$ cat src/sv/tdwq_pkg.sv
// Shared types and codes for the tick delay wake-up queue.
// Used by the queue top level, its sequencer datapath and its port checker.
`default_nettype none

package tdwq_pkg;

   // Request kinds carried on req_tuser
   typedef enum logic [2:0] {
      OP_TICK  = 3'd0,
      OP_TIME  = 3'd1,
      OP_DELAY = 3'd2,
      OP_UNTIL = 3'd3
   } opcode_type;

   // Reply kinds carried on rsp_tuser
   typedef enum logic [2:0] {
      ST_WOKEN   = 3'd0,
      ST_TIME    = 3'd1,
      ST_IMMED   = 3'd2,
      ST_UNKNOWN = 3'd3,
      ST_FULL    = 3'd4
   } status_type;

   // Sequencer states
   typedef enum logic [2:0] {
      S_IDLE,
      S_CALC,
      S_REPLY,
      S_TK_RD,
      S_TK_CHK,
      S_INS_RD,
      S_INS_CHK
   } state_type;

   localparam int unsigned TICK_W = 32;
   localparam int unsigned REPLY_TO_W = 8;
   localparam logic [TICK_W-1:0] VALUE_UNKNOWN = '1;

endpackage

`default_nettype wire

$ cat src/sv/tdwq_ram.sv
// Single-port-write, single-port-read store for the sorted waiter ring.
// Read data is registered; no reset, entries are undefined until written.
`default_nettype none

module tdwq_ram #(
   parameter int unsigned DEPTH = 64,
   parameter int unsigned WIDTH = 40,
   parameter int unsigned AW    = 6
) (
   input  wire logic             clock,
   input  wire logic             wr_en,
   input  wire logic [AW-1:0]    wr_addr,
   input  wire logic [WIDTH-1:0] wr_data,
   input  wire logic [AW-1:0]    rd_addr,
   output logic      [WIDTH-1:0] rd_data
);

   logic [WIDTH-1:0] mem [DEPTH];
   logic [WIDTH-1:0] rd_data_ff;

   // Write one entry
   always_ff @(posedge clock) begin
      if (wr_en) begin
         mem[wr_addr] <= wr_data;
      end
   end

   // Read one entry a cycle
   always_ff @(posedge clock) begin
      rd_data_ff <= mem[rd_addr];
   end

   assign rd_data = rd_data_ff;

endmodule

`default_nettype wire

$ cat src/sv/tdwq_unit.sv
// Shared add-and-compare unit: sum = a + b, le = (sum <= c), unsigned.
// Depends on tdwq_pkg for the tick width.
`default_nettype none

module tdwq_unit
   import tdwq_pkg::*;
(
   input  wire logic [TICK_W-1:0] a,
   input  wire logic [TICK_W-1:0] b,
   input  wire logic [TICK_W-1:0] c,
   output logic      [TICK_W-1:0] sum,
   output logic                   le
);

   // Wrap the sum at the tick width, then compare
   always_comb begin
      sum = a + b;
      le  = (sum <= c);
   end

endmodule

`default_nettype wire

$ cat src/sv/tick_delay_wakeup_queue.sv
// Time queries and unknown, immediate or store-full requests pass calc, then the reply state.
// A stored delay passes calc, a read and check pair per waiter moved up one place, a last
// read, and a check if an earlier waiter stays put. A tick passes calc, a read and check pair
// per woken waiter, a last read, and a check if a waiter is left not due. A stalled reply
// holds the reply and tick states. One request at a time; req_tready is high only while idle.
// Synchronous reset clears the tick count and empties the ring; no clearing pass.
`default_nettype none

module tick_delay_wakeup_queue
   import tdwq_pkg::*;
#(
   parameter int unsigned MAX_WAITERS  = 64,
   parameter int unsigned TASK_ID_BITS = 8
) (
   input  wire logic        clock,
   input  wire logic        reset,
   input  wire logic        req_tvalid,
   output logic             req_tready,
   input  wire logic [39:0] req_tdata,   // [7:0] task_id, [39:8] tick_value
   input  wire logic [2:0]  req_tuser,   // [2:0] opcode
   output logic             rsp_tvalid,
   input  wire logic        rsp_tready,
   output logic [39:0]      rsp_tdata,   // [7:0] reply_to, [39:8] reply_value
   output logic [2:0]       rsp_tuser,   // [2:0] status
   output logic             rsp_tlast    // last reply for this request
);

   localparam int unsigned IW = (MAX_WAITERS > 1) ? $clog2(MAX_WAITERS) : 1;
   localparam int unsigned CW = $clog2(MAX_WAITERS + 1);
   localparam int unsigned EW = TICK_W + TASK_ID_BITS;
   localparam int unsigned WB = (TASK_ID_BITS < REPLY_TO_W) ? TASK_ID_BITS : REPLY_TO_W;
   localparam logic [IW:0]   DEPTH_EXT = (IW + 1)'(MAX_WAITERS);
   localparam logic [IW-1:0] LAST_IDX  = IW'(MAX_WAITERS - 1);
   localparam logic [CW-1:0] FULL_CNT  = CW'(MAX_WAITERS);

   // Ring slot of an offset from the head
   function automatic logic [IW-1:0] ring_slot(input logic [IW-1:0] head,
                                               input logic [IW-1:0] off);
      logic [IW:0] s;
      s = {1'b0, head} + {1'b0, off};
      if (s >= DEPTH_EXT) begin
         s = s - DEPTH_EXT;
      end
      return s[IW-1:0];
   endfunction

   state_type state_ff, state_in;
   logic [2:0]              op_ff, op_in;
   logic [TASK_ID_BITS-1:0] who_ff, who_in;
   logic [TICK_W-1:0]       val_ff, val_in;
   logic [TICK_W-1:0]       count_ff, count_in;
   logic [IW-1:0]           head_ff, head_in;
   logic [CW-1:0]           entries_ff, entries_in;
   logic [IW-1:0]           j_ff, j_in;
   logic                    pend_valid_ff, pend_valid_in;
   logic [TASK_ID_BITS-1:0] pend_who_ff, pend_who_in;
   status_type              rep_status_ff, rep_status_in;

   logic                    rsp_valid_ff, rsp_valid_in;
   logic [REPLY_TO_W-1:0]   reply_to_ff, reply_to_in;
   logic [TICK_W-1:0]       reply_value_ff, reply_value_in;
   logic [2:0]              status_ff, status_in;
   logic                    last_ff, last_in;

   logic                    req_fire;
   logic                    out_free;
   logic                    emit;
   logic [TASK_ID_BITS-1:0] emit_who;
   logic [TICK_W-1:0]       emit_value;
   status_type              emit_status;
   logic                    emit_last;

   logic [TICK_W-1:0]       u_a, u_b, u_c, u_sum;
   logic                    u_le;

   logic                    wr_en;
   logic [IW-1:0]           wr_addr, rd_addr;
   logic [EW-1:0]           wr_data, rd_data;
   logic [TICK_W-1:0]       rd_when;
   logic [TASK_ID_BITS-1:0] rd_who;
   logic [IW-1:0]           j_dec;
   logic                    is_full, is_empty;

   assign req_tready = (state_ff == S_IDLE);
   assign req_fire   = req_tvalid && req_tready;
   assign out_free   = !rsp_valid_ff || rsp_tready;
   assign rd_when    = rd_data[EW-1:TASK_ID_BITS];
   assign rd_who     = rd_data[TASK_ID_BITS-1:0];
   assign j_dec      = j_ff - IW'(1);
   assign is_full    = (entries_ff == FULL_CNT);
   assign is_empty   = (entries_ff == '0);

   tdwq_unit u_unit (
      .a   (u_a),
      .b   (u_b),
      .c   (u_c),
      .sum (u_sum),
      .le  (u_le)
   );

   tdwq_ram #(
      .DEPTH (MAX_WAITERS),
      .WIDTH (EW),
      .AW    (IW)
   ) u_ram (
      .clock   (clock),
      .wr_en   (wr_en),
      .wr_addr (wr_addr),
      .wr_data (wr_data),
      .rd_addr (rd_addr),
      .rd_data (rd_data)
   );

   // Steer the shared unit
   always_comb begin
      u_a = val_ff;
      u_b = '0;
      u_c = count_ff;
      case (state_ff)
         S_CALC: begin
            if (op_ff == OP_TICK) begin
               u_a = count_ff;
               u_b = TICK_W'(1);
            end else if (op_ff == OP_DELAY) begin
               u_b = count_ff;
            end
         end
         S_TK_CHK: begin
            u_a = rd_when;
         end
         S_INS_CHK: begin
            u_a = rd_when;
            u_c = val_ff;
         end
         default: begin
            u_a = val_ff;
         end
      endcase
   end

   // Next state
   always_comb begin
      state_in = state_ff;
      case (state_ff)
         S_IDLE: begin
            if (req_fire) state_in = S_CALC;
         end
         S_CALC: begin
            if (op_ff == OP_TICK) begin
               state_in = S_TK_RD;
            end else if ((op_ff == OP_DELAY || op_ff == OP_UNTIL) && !u_le && !is_full) begin
               state_in = S_INS_RD;
            end else begin
               state_in = S_REPLY;
            end
         end
         S_REPLY: begin
            if (out_free) state_in = S_IDLE;
         end
         S_TK_RD: begin
            if (!is_empty) begin
               state_in = S_TK_CHK;
            end else if (!pend_valid_ff || out_free) begin
               state_in = S_IDLE;
            end
         end
         S_TK_CHK: begin
            if (!pend_valid_ff || out_free) begin
               state_in = u_le ? S_TK_RD : S_IDLE;
            end
         end
         S_INS_RD: begin
            state_in = (j_ff == '0) ? S_IDLE : S_INS_CHK;
         end
         S_INS_CHK: begin
            state_in = u_le ? S_IDLE : S_INS_RD;
         end
         default: begin
            state_in = S_IDLE;
         end
      endcase
   end

   // Datapath and reply control per state
   always_comb begin
      op_in         = op_ff;
      who_in        = who_ff;
      val_in        = val_ff;
      count_in      = count_ff;
      head_in       = head_ff;
      entries_in    = entries_ff;
      j_in          = j_ff;
      pend_valid_in = pend_valid_ff;
      pend_who_in   = pend_who_ff;
      rep_status_in = rep_status_ff;
      emit          = 1'b0;
      emit_who      = pend_who_ff;
      emit_value    = count_ff;
      emit_status   = ST_WOKEN;
      emit_last     = 1'b1;
      wr_en         = 1'b0;
      wr_addr       = ring_slot(head_ff, j_ff);
      wr_data       = {val_ff, who_ff};
      rd_addr       = head_ff;
      case (state_ff)
         S_IDLE: begin
            if (req_fire) begin
               op_in  = req_tuser;
               who_in = TASK_ID_BITS'(req_tdata[WB-1:0]);
               val_in = req_tdata[39:8];
            end
         end
         S_CALC: begin
            case (op_ff)
               OP_TICK: begin
                  count_in      = u_sum;
                  pend_valid_in = 1'b0;
               end
               OP_TIME: begin
                  rep_status_in = ST_TIME;
               end
               OP_DELAY, OP_UNTIL: begin
                  val_in = u_sum;
                  j_in   = entries_ff[IW-1:0];
                  if (u_le) begin
                     rep_status_in = ST_IMMED;
                  end else if (is_full) begin
                     rep_status_in = ST_FULL;
                  end
               end
               default: begin
                  rep_status_in = ST_UNKNOWN;
               end
            endcase
         end
         S_REPLY: begin
            if (out_free) begin
               emit        = 1'b1;
               emit_who    = who_ff;
               emit_status = rep_status_ff;
               emit_value  = (rep_status_ff == ST_UNKNOWN) ? VALUE_UNKNOWN : count_ff;
            end
         end
         S_TK_RD: begin
            // Flush the held wake-up as the last reply once the ring runs dry
            if (is_empty && pend_valid_ff && out_free) begin
               emit          = 1'b1;
               pend_valid_in = 1'b0;
            end
         end
         S_TK_CHK: begin
            if (!pend_valid_ff || out_free) begin
               emit      = pend_valid_ff;
               emit_last = !u_le;
               if (u_le) begin
                  // Pop the due head and hold it until the next one is known
                  pend_valid_in = 1'b1;
                  pend_who_in   = rd_who;
                  head_in       = (head_ff == LAST_IDX) ? '0 : head_ff + IW'(1);
                  entries_in    = entries_ff - CW'(1);
               end else begin
                  pend_valid_in = 1'b0;
               end
            end
         end
         S_INS_RD: begin
            rd_addr = ring_slot(head_ff, j_dec);
            if (j_ff == '0) begin
               wr_en      = 1'b1;
               entries_in = entries_ff + CW'(1);
            end
         end
         S_INS_CHK: begin
            rd_addr = ring_slot(head_ff, j_dec);
            wr_en   = 1'b1;
            if (u_le) begin
               entries_in = entries_ff + CW'(1);
            end else begin
               // Move the later waiter up one place
               wr_data = rd_data;
               j_in    = j_dec;
            end
         end
         default: begin
            emit = 1'b0;
         end
      endcase
   end

   // Load the reply register when a beat is emitted, drop it when taken
   always_comb begin
      rsp_valid_in   = rsp_valid_ff && !rsp_tready;
      reply_to_in    = reply_to_ff;
      reply_value_in = reply_value_ff;
      status_in      = status_ff;
      last_in        = last_ff;
      if (emit) begin
         rsp_valid_in   = 1'b1;
         reply_to_in    = REPLY_TO_W'(emit_who[WB-1:0]);
         reply_value_in = emit_value;
         status_in      = emit_status;
         last_in        = emit_last;
      end
   end

   // Control state
   always_ff @(posedge clock) begin
      if (reset) begin
         state_ff      <= S_IDLE;
         count_ff      <= '0;
         head_ff       <= '0;
         entries_ff    <= '0;
         pend_valid_ff <= 1'b0;
         rsp_valid_ff  <= 1'b0;
      end else begin
         state_ff      <= state_in;
         count_ff      <= count_in;
         head_ff       <= head_in;
         entries_ff    <= entries_in;
         pend_valid_ff <= pend_valid_in;
         rsp_valid_ff  <= rsp_valid_in;
      end
   end

   // Payload registers
   always_ff @(posedge clock) begin
      op_ff          <= op_in;
      who_ff         <= who_in;
      val_ff         <= val_in;
      j_ff           <= j_in;
      pend_who_ff    <= pend_who_in;
      rep_status_ff  <= rep_status_in;
      reply_to_ff    <= reply_to_in;
      reply_value_ff <= reply_value_in;
      status_ff      <= status_in;
      last_ff        <= last_in;
   end

   assign rsp_tvalid = rsp_valid_ff;
   assign rsp_tdata  = {reply_value_ff, reply_to_ff};
   assign rsp_tuser  = status_ff;
   assign rsp_tlast  = last_ff;

endmodule

`default_nettype wire

$ cat config.mk
export PLATFORM = sky130hd
export DESIGN_NAME = tick_delay_wakeup_queue
export DESIGN_NICKNAME = d
export VERILOG_FILES = /design/src/sv/tdwq_pkg.sv /design/src/sv/tdwq_ram.sv /design/src/sv/tdwq_unit.sv /design/src/sv/tick_delay_wakeup_queue.sv
export SDC_FILE = /design/constraint.sdc
export NUM_CORES = 2
export LEC_CHECK = 0
export ABC_CLOCK_PERIOD_IN_PS = 7600
export BUFFER_PORTS_ARGS = -buffer_cell sky130_fd_sc_hd__buf_4
export CELL_PAD_IN_SITES_DETAIL_PLACEMENT = 1
export CELL_PAD_IN_SITES_GLOBAL_PLACEMENT = 1
export CORE_MARGIN = 5
export CORE_UTILIZATION = 49
export CTS_CLUSTER_SIZE = 30
export DETAILED_ROUTE_END_ITERATION = 8
export PLACE_DENSITY = 0.75
export SETUP_SLACK_MARGIN = 0.5
export SYNTH_ARGS = -nofsm -noshare
export SYNTH_HDL_FRONTEND = slang
export SYNTH_SLANG_ARGS = --single-unit
$ cat constraint.sdc
create_clock -name clock -period 7.6 [get_ports clock]
set_clock_uncertainty 0.1 [all_clocks]
set_input_delay 0.38 -clock clock [delete_from_list [all_inputs] [get_ports clock]]
set_output_delay 0.38 -clock clock [all_outputs]
set_load 0.05 [all_outputs]
==> results.cfg <==
[status]
outcome = finished clean

[sta]
worst_slew_pin_slew_ns = 1.384
layout_min_cycle_time_ns = 6.874
setup_ws_ns = 0.7256
slew-limit-headroom_pct = 7.511
grt_setup_unrepaired = no
report.final.hold_viol_count = 0
period_share_pct = 90.45
total_negative_slack_ns = 0
max_freq_mhz = 145.5
final.hold.worst_slack_ns = 0.07548
setup_viol = 0
max_slew_violation_count = 0

[cts]
numClockSinks = 2754
clk_path_buf_depth = 4
cts_max_level = 5
clk_root_buffer_cell = clkbuf_16
clock_tree_from_tritoncts = yes
clk_pin_slew_worst_paths_ns = 0.06
clock_insertion_delay_worst_skew_ns = 0.95
numCtsBuffers = 293

[worst_setup_path]
critical_path_arrival_ns = 7.39
r2r_start = state_ff[0]
r2r.worst_path.cells = 24
startpoint_type = register
cp-end-kind = register
timing.critical_path.fanout_max = 64
timing.critical_path.from = state_ff[0]
critical_path_class = register to register
critical_path.reg2reg.endpoint = u_ram.mem[17][21]
cp_data_required_time_ns = 8.12
worst_setup_path_endpoint = u_ram.mem[17][21]
r2r_setup_slack_ns = 0.73

[power]
power.leakage_nw = 41.61
worst_case_vdd_ir_drop_mv = 0.1575
power.density_cell_area_nw_per_um2 = 263.7
power_mw = 33.13

[logic_synthesis]
syn_avg_cell_area_um2 = 16.30
synth_warnings = 0
ys_ff_latch = 2754
synth-edff-count = 2664
yosysSeqAreaShare_pct = 74.52
post-synth-top-area-fraction_pct = 72.88
ys_async_sr_fraction_pct = 0
post_synth_instance_area_um2 = 109800
synth_ff_type = edfxtp_1
yosysUniqueCellTypes = 65
synthesis.instances = 6736
yosys-top-cells-area = edfxtp_1 (73%), mux4_2 (6.6%), nand2_1 (3.0%), a211oi_1 (2.3%), a31oi_1 (1.9%)
yosys.area.top_type = edfxtp_1
synthesis.nets = 6868

[global_route]
grt_max_degree = 164
grt_overflow = 0
number_of_global_route_vias_before_repair = 71560
antenna_found_initial = 19
grt_pass1_wl_um = 548900
grt_usage_pct = 32.98

[drt]
postRouteWirelength_um = 395700
wire_per_inst_um = 39.08
number_of_drc_violations_after_detailed_routing = 0
drt_iter0_markers = 10930
route.antenna.remaining_nets = 0
via_count = 71040
detail_route.first_pass.iterations = 6
routed_via_density = 7.017

[place]
inst_count_dp = 9550
placedInstanceArea_um2 = 115900
finalWeightedCongestion = 0.8813
dp.final_hpwl_um = 205000
numPortBuffers = 92
post-place-ws_ns = -0.01928

[floorplanning]
floorplan.die_area_um2 = 233600
ios = 93
floorplan.initialDensity_pct = 49.33
die_w_um = 483.3
coreArea_um2 = 222500
rows = 173
die-height_um = 483.3

[finish]
fin_nets = 7066
postLayoutCoreUtil_pct = 56.47
layoutNonFillerInstCount = 10130
post-route-cell-area_um2 = 125700
area_growth_pct = 14.48
most-common-layout-cells = edfxtp_1 (2664), nand2_1 (872), a211oi_1 (330)
final_layout_size_suffix_gt1_share_pct = 16.94
mostFrequentLayoutCell = edfxtp_1

[flow_run]
maxCapViolCount = 0

[min_path]
hold_path_class = primary input to register
==> metal layers <==
layer | part of all wire (%) | global-route usage (%)
met1 | 34 | 42.19
met2 | 46 | 50.82
met3 | 14 | 9.792
met4 | 6.5 | 18.20
met5 | 0.046 | 0
==> sequential cells by signal (all words and copies together), names as in the netlist, 3 cells and up <==
| name | flops |
|---|---|
| entries_ff | 7 |
| rsp_tuser | 3 |
| reply_value_ff | 32 |
| val_ff | 32 |
| state_ff | 3 |
| op_ff | 3 |
| u_ram.mem | 2560 |
| rep_status_ff | 3 |
| j_ff | 6 |
| pend_who_ff | 8 |
| who_ff | 8 |
| reply_to_ff | 8 |
| count_ff | 32 |
| head_ff | 6 |
| u_ram.rd_data | 40 |
==> what timing repair did <==
item	in CTS	in global routing
setup endpoints to repair	2578	2576
gates resized for setup	14	17
hold endpoints to repair	83	0
pin swaps	3	8
hold buffers	47	0
gates cloned	0	4
setup buffers	8	5
==> kinds of logic (layout without fill, tap and decap cells) <==
logic type | Yosys count | count (layout) | share of synthesized area [%]
xor gates and xnor gates | 49 | 49 | 0.3910
adders and majority gates | 85 | 85 | 0.9963
DFF | 2754 | 2754 | 74.52
and+or+nand+nor | 1697 | 1697 | 7.253
AOI/OAI and AO/OA | 1226 | 1226 | 7.400
buffers and inverters | 503 | 904 | 1.865
other | 0 | 13 | 0
muxes | 422 | 422 | 7.573
==> worst min path at each step <==
stage | start | end | slack [ns] | cells after the start
floorplan | u_ram.rd_data[0] | pend_who_ff[0] | 0.30 | 0
global placement | u_ram.rd_data[6] | pend_who_ff[6] | 0.40 | 0
detailed placement | count_ff[13] | count_ff[13] | 0.42 | 2
CTS | req_tdata[7] | who_ff[7] | 0.02 | 2
global route | req_tdata[7] | who_ff[7] | 0.04 | 2
finish | req_tdata[7] | who_ff[7] | 0.08 | 2
==> power breakdown <==
part / switching [mW] / internal, mW / total, mW
clock network: 5.83 / 7.94 / 13.8
registers: 0.172 / 17.3 / 17.4
logic: 1.35 / 0.575 / 1.93
==> final cells by class <==
class | instances | area, um2
antenna | 13 | 32.53
clock buffer | 379 | 8003
clock inverter | 119 | 991.0
fill | 20160 | 96860
inverter | 37 | 138.9
multi-input combinational | 3479 | 26640
sequential | 2754 | 81800
tap | 2975 | 3722
timing repair buffer | 369 | 4335
==> Yosys cell counts (8+ instances only) <==
cell type,count
nor3_1,178
xnor2_1,29
o22ai_1,326
nor2b_1,17
xor2_1,20
mux2i_1,34
and2_1,40
a211oi_1,330
buf_6,13
a31oi_1,329
inv_1,37
or3_1,8
buf_2,25
a21oi_1,68
buf_1,34
edfxtp_1,2664
dfxtp_1,90
a22oi_1,31
clkbuf_1,386
ha_1,81
and3_1,325
nor2_1,115
nand4_1,14
buf_4,8
a21o_1,33
nand2b_1,45
o21a_1,12
nand3_1,21
nand2_1,876
o21ai_0,51
mux2_1,39
or4_1,40
mux2_2,29
mux4_2,320
==> critical path, stage by stage, from the launching register on <==
cell and delay, ns:
dfxtp_1 0.34, or3b_4 0.42, or2_2 0.38, nor2_4 0.16
buf_12 0.16, and2_1 0.14, ha_1 0.31, and2_1 0.20
a221o_2 0.44, a2111oi_4 0.35, nand3_1 0.15, a21oi_2 0.24
a31oi_1 0.14, xnor2_1 0.27, inv_1 0.09, ha_1 0.30
nand4_1 0.11, or3_1 0.40, nor2_2 0.16, nand2_1 0.09
o211a_1 0.26, or3_4 0.53, clkbuf_16 0.27, mux2_2 0.32
buf_12 0.19
Power figures use the tool's default switching activity.
